`src/rtl/core/bsort_pkg.sv`:
```
// Package for the sixteen-entry block sorter: state type and cell control.
package bsort_pkg;

  localparam int unsigned DATA_W = 32;

  typedef enum logic [0:0] {
    ST_FILL  = 1'b0,
    ST_DRAIN = 1'b1
  } state_e;

  typedef struct packed {
    logic ins;
    logic shift;
  } cell_ctl_t;

endpackage

```
`src/rtl/core/bsort_cell.sv`:
```
// One sorter cell: holds one element, inserts in order, shifts left on drain.
module bsort_cell (
  input  logic                                  clk_i,
  input  bsort_pkg::cell_ctl_t                  ctl_i,
  input  logic                                  occ_i,
  input  logic signed [bsort_pkg::DATA_W-1:0]   new_i,
  input  logic signed [bsort_pkg::DATA_W-1:0]   prev_val_i,
  input  logic                                  prev_lt_i,
  input  logic signed [bsort_pkg::DATA_W-1:0]   next_val_i,
  output logic signed [bsort_pkg::DATA_W-1:0]   val_o,
  output logic                                  lt_o
);

  logic signed [bsort_pkg::DATA_W-1:0] val_q, val_d;

  // new request belongs at or before this cell
  assign lt_o  = !occ_i || (new_i < val_q);
  assign val_o = val_q;

  always_comb begin
    val_d = val_q;
    if (ctl_i.shift) begin
      val_d = next_val_i;
    end else if (ctl_i.ins) begin
      if (prev_lt_i) begin
        val_d = prev_val_i;
      end else if (lt_o) begin
        val_d = new_i;
      end
    end
  end

  always_ff @(posedge clk_i) begin
    val_q <= val_d;
  end

endmodule

```
`src/rtl/core/bitonic_sort_sixteen.sv`:
```
// Block sorter top level: insertion cell chain with fill and drain control.
//
//   channel | signals                          | handshake
//   --------+----------------------------------+---------------------------
//   request | start, value_i                   | taken when start && !busy
//   result  | strobe_o, sorted_value_o, last_o | one cycle, cannot be held
//
// A request is taken while filling and enters its sorted place in the cell
// row at once. The request that completes the block sets busy while the row
// shifts one result out per cycle, smallest first, until the last result is
// out. Reset drops a partial block.
module bitonic_sort_sixteen #(
  parameter int unsigned BLOCK_SIZE = 16
) (
  input  logic                                clk_i,
  input  logic                                rst_ni,
  input  logic                                start,
  input  logic signed [bsort_pkg::DATA_W-1:0] value_i,
  output logic                                busy,
  output logic                                strobe_o,
  output logic signed [bsort_pkg::DATA_W-1:0] sorted_value_o,
  output logic                                last_o
);

  localparam int unsigned CNT_W = (BLOCK_SIZE > 1) ? $clog2(BLOCK_SIZE) : 1;
  localparam logic [CNT_W-1:0] LAST_IDX = CNT_W'(BLOCK_SIZE - 1);

  bsort_pkg::state_e    state_q, state_d;
  logic [CNT_W-1:0]     fill_q, fill_d;
  logic [CNT_W-1:0]     drain_q, drain_d;
  logic                 accept;
  bsort_pkg::cell_ctl_t cell_ctl;

  logic signed [bsort_pkg::DATA_W-1:0] cell_val [BLOCK_SIZE];
  logic                                cell_lt  [BLOCK_SIZE];

  assign accept = start && !busy;

  // next state
  always_comb begin
    state_d = state_q;
    case (state_q)
      bsort_pkg::ST_FILL: begin
        if (accept && (fill_q == LAST_IDX)) state_d = bsort_pkg::ST_DRAIN;
      end
      bsort_pkg::ST_DRAIN: begin
        if (drain_q == LAST_IDX) state_d = bsort_pkg::ST_FILL;
      end
      default: state_d = bsort_pkg::ST_FILL;
    endcase
  end

  // outputs
  always_comb begin
    busy           = 1'b0;
    strobe_o       = 1'b0;
    cell_ctl.ins   = 1'b0;
    cell_ctl.shift = 1'b0;
    case (state_q)
      bsort_pkg::ST_FILL: begin
        cell_ctl.ins = accept;
      end
      bsort_pkg::ST_DRAIN: begin
        busy           = 1'b1;
        strobe_o       = 1'b1;
        cell_ctl.shift = 1'b1;
      end
      default: begin
        busy = 1'b0;
      end
    endcase
  end

  assign sorted_value_o = cell_val[0];
  assign last_o         = strobe_o && (drain_q == LAST_IDX);

  always_comb begin
    fill_d  = fill_q;
    drain_d = drain_q;
    if (accept) begin
      fill_d = (fill_q == LAST_IDX) ? '0 : fill_q + CNT_W'(1);
    end
    if (strobe_o) begin
      drain_d = (drain_q == LAST_IDX) ? '0 : drain_q + CNT_W'(1);
    end
  end

  always_ff @(posedge clk_i or negedge rst_ni) begin
    if (!rst_ni) begin
      state_q <= bsort_pkg::ST_FILL;
      fill_q  <= '0;
      drain_q <= '0;
    end else begin
      state_q <= state_d;
      fill_q  <= fill_d;
      drain_q <= drain_d;
    end
  end

  for (genvar i = 0; i < BLOCK_SIZE; i++) begin : g_cell
    logic signed [bsort_pkg::DATA_W-1:0] prev_val;
    logic                                prev_lt;
    logic signed [bsort_pkg::DATA_W-1:0] next_val;

    if (i == 0) begin : g_head
      assign prev_val = '0;
      assign prev_lt  = 1'b0;
    end else begin : g_body
      assign prev_val = cell_val[i-1];
      assign prev_lt  = cell_lt[i-1];
    end

    if (i == BLOCK_SIZE - 1) begin : g_tail
      assign next_val = '0;
    end else begin : g_mid
      assign next_val = cell_val[i+1];
    end

    bsort_cell u_cell (
      .clk_i      (clk_i),
      .ctl_i      (cell_ctl),
      .occ_i      (fill_q > CNT_W'(i)),
      .new_i      (value_i),
      .prev_val_i (prev_val),
      .prev_lt_i  (prev_lt),
      .next_val_i (next_val),
      .val_o      (cell_val[i]),
      .lt_o       (cell_lt[i])
    );
  end

`ifndef ASSERT_OFF
  a_block_drains: assert property (@(posedge clk_i) disable iff (!rst_ni)
    (accept && (fill_q == LAST_IDX)) |=> strobe_o)
    else $error("completed block did not start draining");

  a_drain_runs: assert property (@(posedge clk_i) disable iff (!rst_ni)
    (strobe_o && !last_o) |=> strobe_o)
    else $error("drain stopped before last result");

  a_last_frees: assert property (@(posedge clk_i) disable iff (!rst_ni)
    last_o |=> (!busy && (fill_q == '0)))
    else $error("sorter not free after last result");

  a_ordered: assert property (@(posedge clk_i) disable iff (!rst_ni)
    (strobe_o && !last_o) |-> (cell_val[0] <= cell_val[1]))
    else $error("results out of order");
`endif

endmodule

```
`config.mk`:
```
export PLATFORM = sky130hd
export DESIGN_NAME = bitonic_sort_sixteen
export DESIGN_NICKNAME = d
export VERILOG_FILES = /design/src/rtl/core/bsort_pkg.sv /design/src/rtl/core/bsort_cell.sv /design/src/rtl/core/bitonic_sort_sixteen.sv
export SDC_FILE = /design/constraint.sdc
export NUM_CORES = 2
export LEC_CHECK = 0
export BUFFER_PORTS_ARGS = -buffer_cell sky130_fd_sc_hd__buf_2
export CORE_ASPECT_RATIO = 1.2
export CORE_UTILIZATION = 30
export CTS_BUF_LIST = sky130_fd_sc_hd__clkbuf_16
export CTS_CLUSTER_DIAMETER = 60
export DETAILED_ROUTE_END_ITERATION = 6
export GPL_TIMING_DRIVEN = 0
export PLACE_DENSITY = 0.51
export REMOVE_ABC_BUFFERS = 1
export SLEW_MARGIN = 10
export SYNTH_ARGS = -nofsm -noshare
export SYNTH_HDL_FRONTEND = slang
export SYNTH_SLANG_ARGS = --single-unit
```
`constraint.sdc`:
```
create_clock -name clk_i -period 4.5 [get_ports clk_i]
set_input_delay 0.9 -clock clk_i [delete_from_list [all_inputs] [get_ports clk_i]]
set_output_delay 0.9 -clock clk_i [all_outputs]
set_load 0.01 [all_outputs]
```
==> flow_summary.json <==
{
  "r2r-end": "g_cell[10].u_cell.val_o[25]",
  "clockBufferDepth": 3,
  "worstSetupPathType": "input pin to register",
  "clock_tree.root_cell": "sky130_fd_sc_hd__clkbuf_16",
  "cp_max_fo": 23,
  "via_count": 30100,
  "grt_pass1_vias": 29000,
  "mostFrequentLayoutCell": "sky130_fd_sc_hd__inv_1",
  "crit_path_start_kind": "input pin",
  "detailedRoute.firstIterationViolations": 2700,
  "global_placer_s_final_weighted_congestion": 0.873,
  "synth_edf_count": 480,
  "setup_viol_count_final": 16,
  "drt.antenna.violating_nets": 0,
  "synth_top_family_by_area": "compound AO/OA/AOI/OAI gates",
  "maxCapViolations": 0,
  "period_minus_slack_ps": 4540,
  "overflow": 0,
  "fillCellCount": 12300,
  "drc": 0,
  "cts_tree": "built",
  "fin_worst_hold_slack_ps": 108,
  "netlist_area_um2": 36600,
  "floorplan.initialDensity_pct": 30.2,
  "die_h_um": 385,
  "synth_compound_gate_area_share_pct": 20.7,
  "post_synth_inst_count": 3664,
  "synth_top_cell_area_share_pct": 39.3,
  "pre_cts_slack_ps": -1370,
  "final.setup_skew_ps": 26.3,
  "clk_pin_slew_ps": 60,
  "finalWorstSetupSlack_ps": -42.7,
  "proportion_of_synthesized_area_in_mux_cells_pct": 2.74,
  "rr_startpoint": "g_cell[10].u_cell.val_o[1]",
  "floorplan.rows": 140,
  "synth_seq_cells": 521,
  "final_cell_mix": "sky130_fd_sc_hd__inv_1, sky130_fd_sc_hd__edfxtp_1, sky130_fd_sc_hd__ha_1, sky130_fd_sc_hd__a21oi_1, sky130_fd_sc_hd__nand2_1",
  "static-leakage-power_nw": 18.4,
  "avgRoutedWirePerCell_um": 24.8,
  "tightestPinTransition_ps": 1370,
  "power.ir.vdd_worst_v": 0.000682,
  "worst_case_reg_to_reg_path_depth": 10,
  "grt_antenna_before_repair": 1,
  "worst-r2r-setup-slack_ps": 190,
  "cts_max_level": 3,
  "yosysUniqueCellTypes": 59,
  "dieWidth_um": 321,
  "detailedRoute.firstPassIterationCount": 5,
  "detailed_place_hpwl_um": 95500,
  "routed_via_density": 5.64,
  "yosys.area_share.simple_pct": 11.1,
  "area_delta_synth_final_pct": 15.0,
  "dieArea_um2": 124000,
  "core-area_um2": 121000,
  "synth_adder_area_share_pct": 16.0,
  "port-buffer-count": 69,
  "num-nets-final": 4151,
  "grt_max_degree": 155,
  "synth.yosys.warnings": 0,
  "drive_gt1_share_pct": 8.25,
  "power.density_cell_area_nw_per_um2": 886,
  "routed_wirelength_um": 133000,
  "max_freq_mhz": 220,
  "synth_area_per_inst_um2": 10.0,
  "netlist_top_cells_area": "sky130_fd_sc_hd__edfxtp_1, sky130_fd_sc_hd__ha_1, sky130_fd_sc_hd__inv_1",
  "worstPathRequired_ps": 4870,
  "insertion_delay_ps": 650,
  "slew_headroom_pct": 7.68,
  "setup_repair_after_global_routing_missed_its_margin": "false",
  "floorplan.io_pins": 70,
  "result_of_the_run": "complete, but fails checks",
  "violations": "setup timing",
  "hold_viol": 0,
  "grt_use_total_pct": 21.1,
  "cts_buffers": 73,
  "cp-startpoint": "value_i[1]",
  "min_path_type": "input pin to async pin",
  "share_of_synthesized_flip_flops_with_an_asynchronous_set_or_reset_pct": 1.73,
  "synth_seq_area_share_pct": 41.7,
  "synthFlopType": "sky130_fd_sc_hd__edfxtp_1",
  "fin_crit_share_pct": 101,
  "clkSinkCount": 521,
  "synth.largest_area_cell": "sky130_fd_sc_hd__edfxtp_1",
  "first_pass_grt_wire_length_um": 194000,
  "timing.critical_path.to_type": "register",
  "arrival_time_reported_for_the_critical_path_endpoint_ps": 4910,
  "synth_xor_area_share_pct": 0.0478,
  "count_of_inserted_antenna_diode_cells": 0,
  "slew_viol_final": 0
}
-- routing by layer --
metal  track usage (%)  vias to the layer above  wire (µm)
met5                 0                        -          0
met4              8.37                        0       5380
met3              3.03                      217       7750
met2              36.3                     1012      64500
met1              26.6                    14900      55000
li1                  -                    14000          -
-- Yosys cell counts, types with 8 or more instances --
cell type / number
sky130_fd_sc_hd__inv_1: 489
sky130_fd_sc_hd__edfxtp_1: 480
sky130_fd_sc_hd__ha_1: 470
sky130_fd_sc_hd__nand2_1: 216
sky130_fd_sc_hd__a21oi_1: 202
sky130_fd_sc_hd__o221ai_1: 194
sky130_fd_sc_hd__nand3_1: 180
sky130_fd_sc_hd__nor3_1: 165
sky130_fd_sc_hd__a221o_1: 162
sky130_fd_sc_hd__clkbuf_1: 162
sky130_fd_sc_hd__a21o_1: 121
sky130_fd_sc_hd__nor2_1: 118
sky130_fd_sc_hd__mux2i_1: 98
sky130_fd_sc_hd__o21ai_0: 90
sky130_fd_sc_hd__a22oi_1: 62
sky130_fd_sc_hd__nand4_1: 55
sky130_fd_sc_hd__o211ai_1: 50
sky130_fd_sc_hd__a211oi_1: 47
sky130_fd_sc_hd__buf_2: 39
sky130_fd_sc_hd__nor2b_1: 39
sky130_fd_sc_hd__dfxtp_1: 32
sky130_fd_sc_hd__and4_1: 19
sky130_fd_sc_hd__buf_1: 18
sky130_fd_sc_hd__a221oi_1: 17
sky130_fd_sc_hd__o21a_1: 17
sky130_fd_sc_hd__nand2b_1: 15
sky130_fd_sc_hd__a2111oi_0: 11
sky130_fd_sc_hd__dfrtp_1: 9
sky130_fd_sc_hd__o2111ai_1: 8
sky130_fd_sc_hd__o31ai_1: 8
-- stage by stage --
stage          power [W]  cells  setup TNS, ps  utilization [%]  cell area (µm²)
2_1_floorplan     0.0227   3434              -                -            35700
3_3_place_gp      0.0269   5136              -             31.4            38100
3_5_place_dp      0.0312   5199        -594590             32.6            39500
4_1_cts           0.0373   5340              0             34.7            42100
5_1_grt           0.0399   5340              0             34.8            42100
6_report          0.0373   5340           -442             34.8            42100
-- registers in the layout, indices dropped and copies added, names as in the netlist --
name                 cells
state_q                  1
drain_q                  4
fill_q                   4
g_cell.u_cell.val_o    512
-- worst max path at each step --
stage | end | cells past startpoint
2_1_floorplan | g_cell[0].u_cell.val_o[0] | 2
3_3_place_gp | g_cell[0].u_cell.val_o[0] | 2
3_5_place_dp | g_cell[12].u_cell.val_o[18] | 12
4_1_cts | g_cell[4].u_cell.val_o[28] | 10
5_1_grt | g_cell[10].u_cell.val_o[28] | 10
6_report | g_cell[10].u_cell.val_o[25] | 10
-- cell families after synthesis --
group                      count (synthesis)
and+or+nand+nor                          840
buffers and inverters                    719
muxes                                    100
DFF                                      521
adders and majority gates                470
AOI/OAI and AO/OA                       1012
xor gates and xnor gates                   2
-- repair_timing --
action / in CTS / in global routing
setup buffers: 3 / 0
pin swaps: 4 / 1
endpoints found under the setup margin: 461 / 319
hold buffers: 0 / 0
gates resized for setup: 30 / 14
gates cloned: 2 / 0
-- report_power, final --
part | switching (W) | total [W] | internal, W | leakage, nW
combinational | 0.0129 | 0.0203 | 0.00746 | 12.0
clock | 0.00243 | 0.00582 | 0.00339 | 1.20
sequential | 0.00157 | 0.0112 | 0.00962 | 5.19
total | 0.0169 | 0.0373 | 0.0205 | 18.4
-- final cells by class --
| cell class | instances | area (µm²) | share of cell area (%) |
|---|---|---|---|
| multi-input combinational | 2426 | 19000 | 45.0 |
| timing repair buffer | 135 | 1630 | 3.88 |
| inverter | 489 | 1840 | 4.37 |
| clock buffer | 75 | 1880 | 4.45 |
| clock inverter | 61 | 494 | 1.17 |
| sequential | 521 | 15300 | 36.3 |
| tap | 1633 | 2040 | 4.85 |
-- critical path, stage by stage --
cell	delay, ps
sky130_fd_sc_hd__buf_2	430
sky130_fd_sc_hd__ha_1	220
sky130_fd_sc_hd__a21o_1	140
sky130_fd_sc_hd__a211oi_1	150
sky130_fd_sc_hd__o311ai_0	1170
sky130_fd_sc_hd__a21oi_1	200
sky130_fd_sc_hd__a211o_4	530
sky130_fd_sc_hd__o31ai_1	330
sky130_fd_sc_hd__nand2_2	430
sky130_fd_sc_hd__buf_12	350
(Power assumes the default switching activity.)
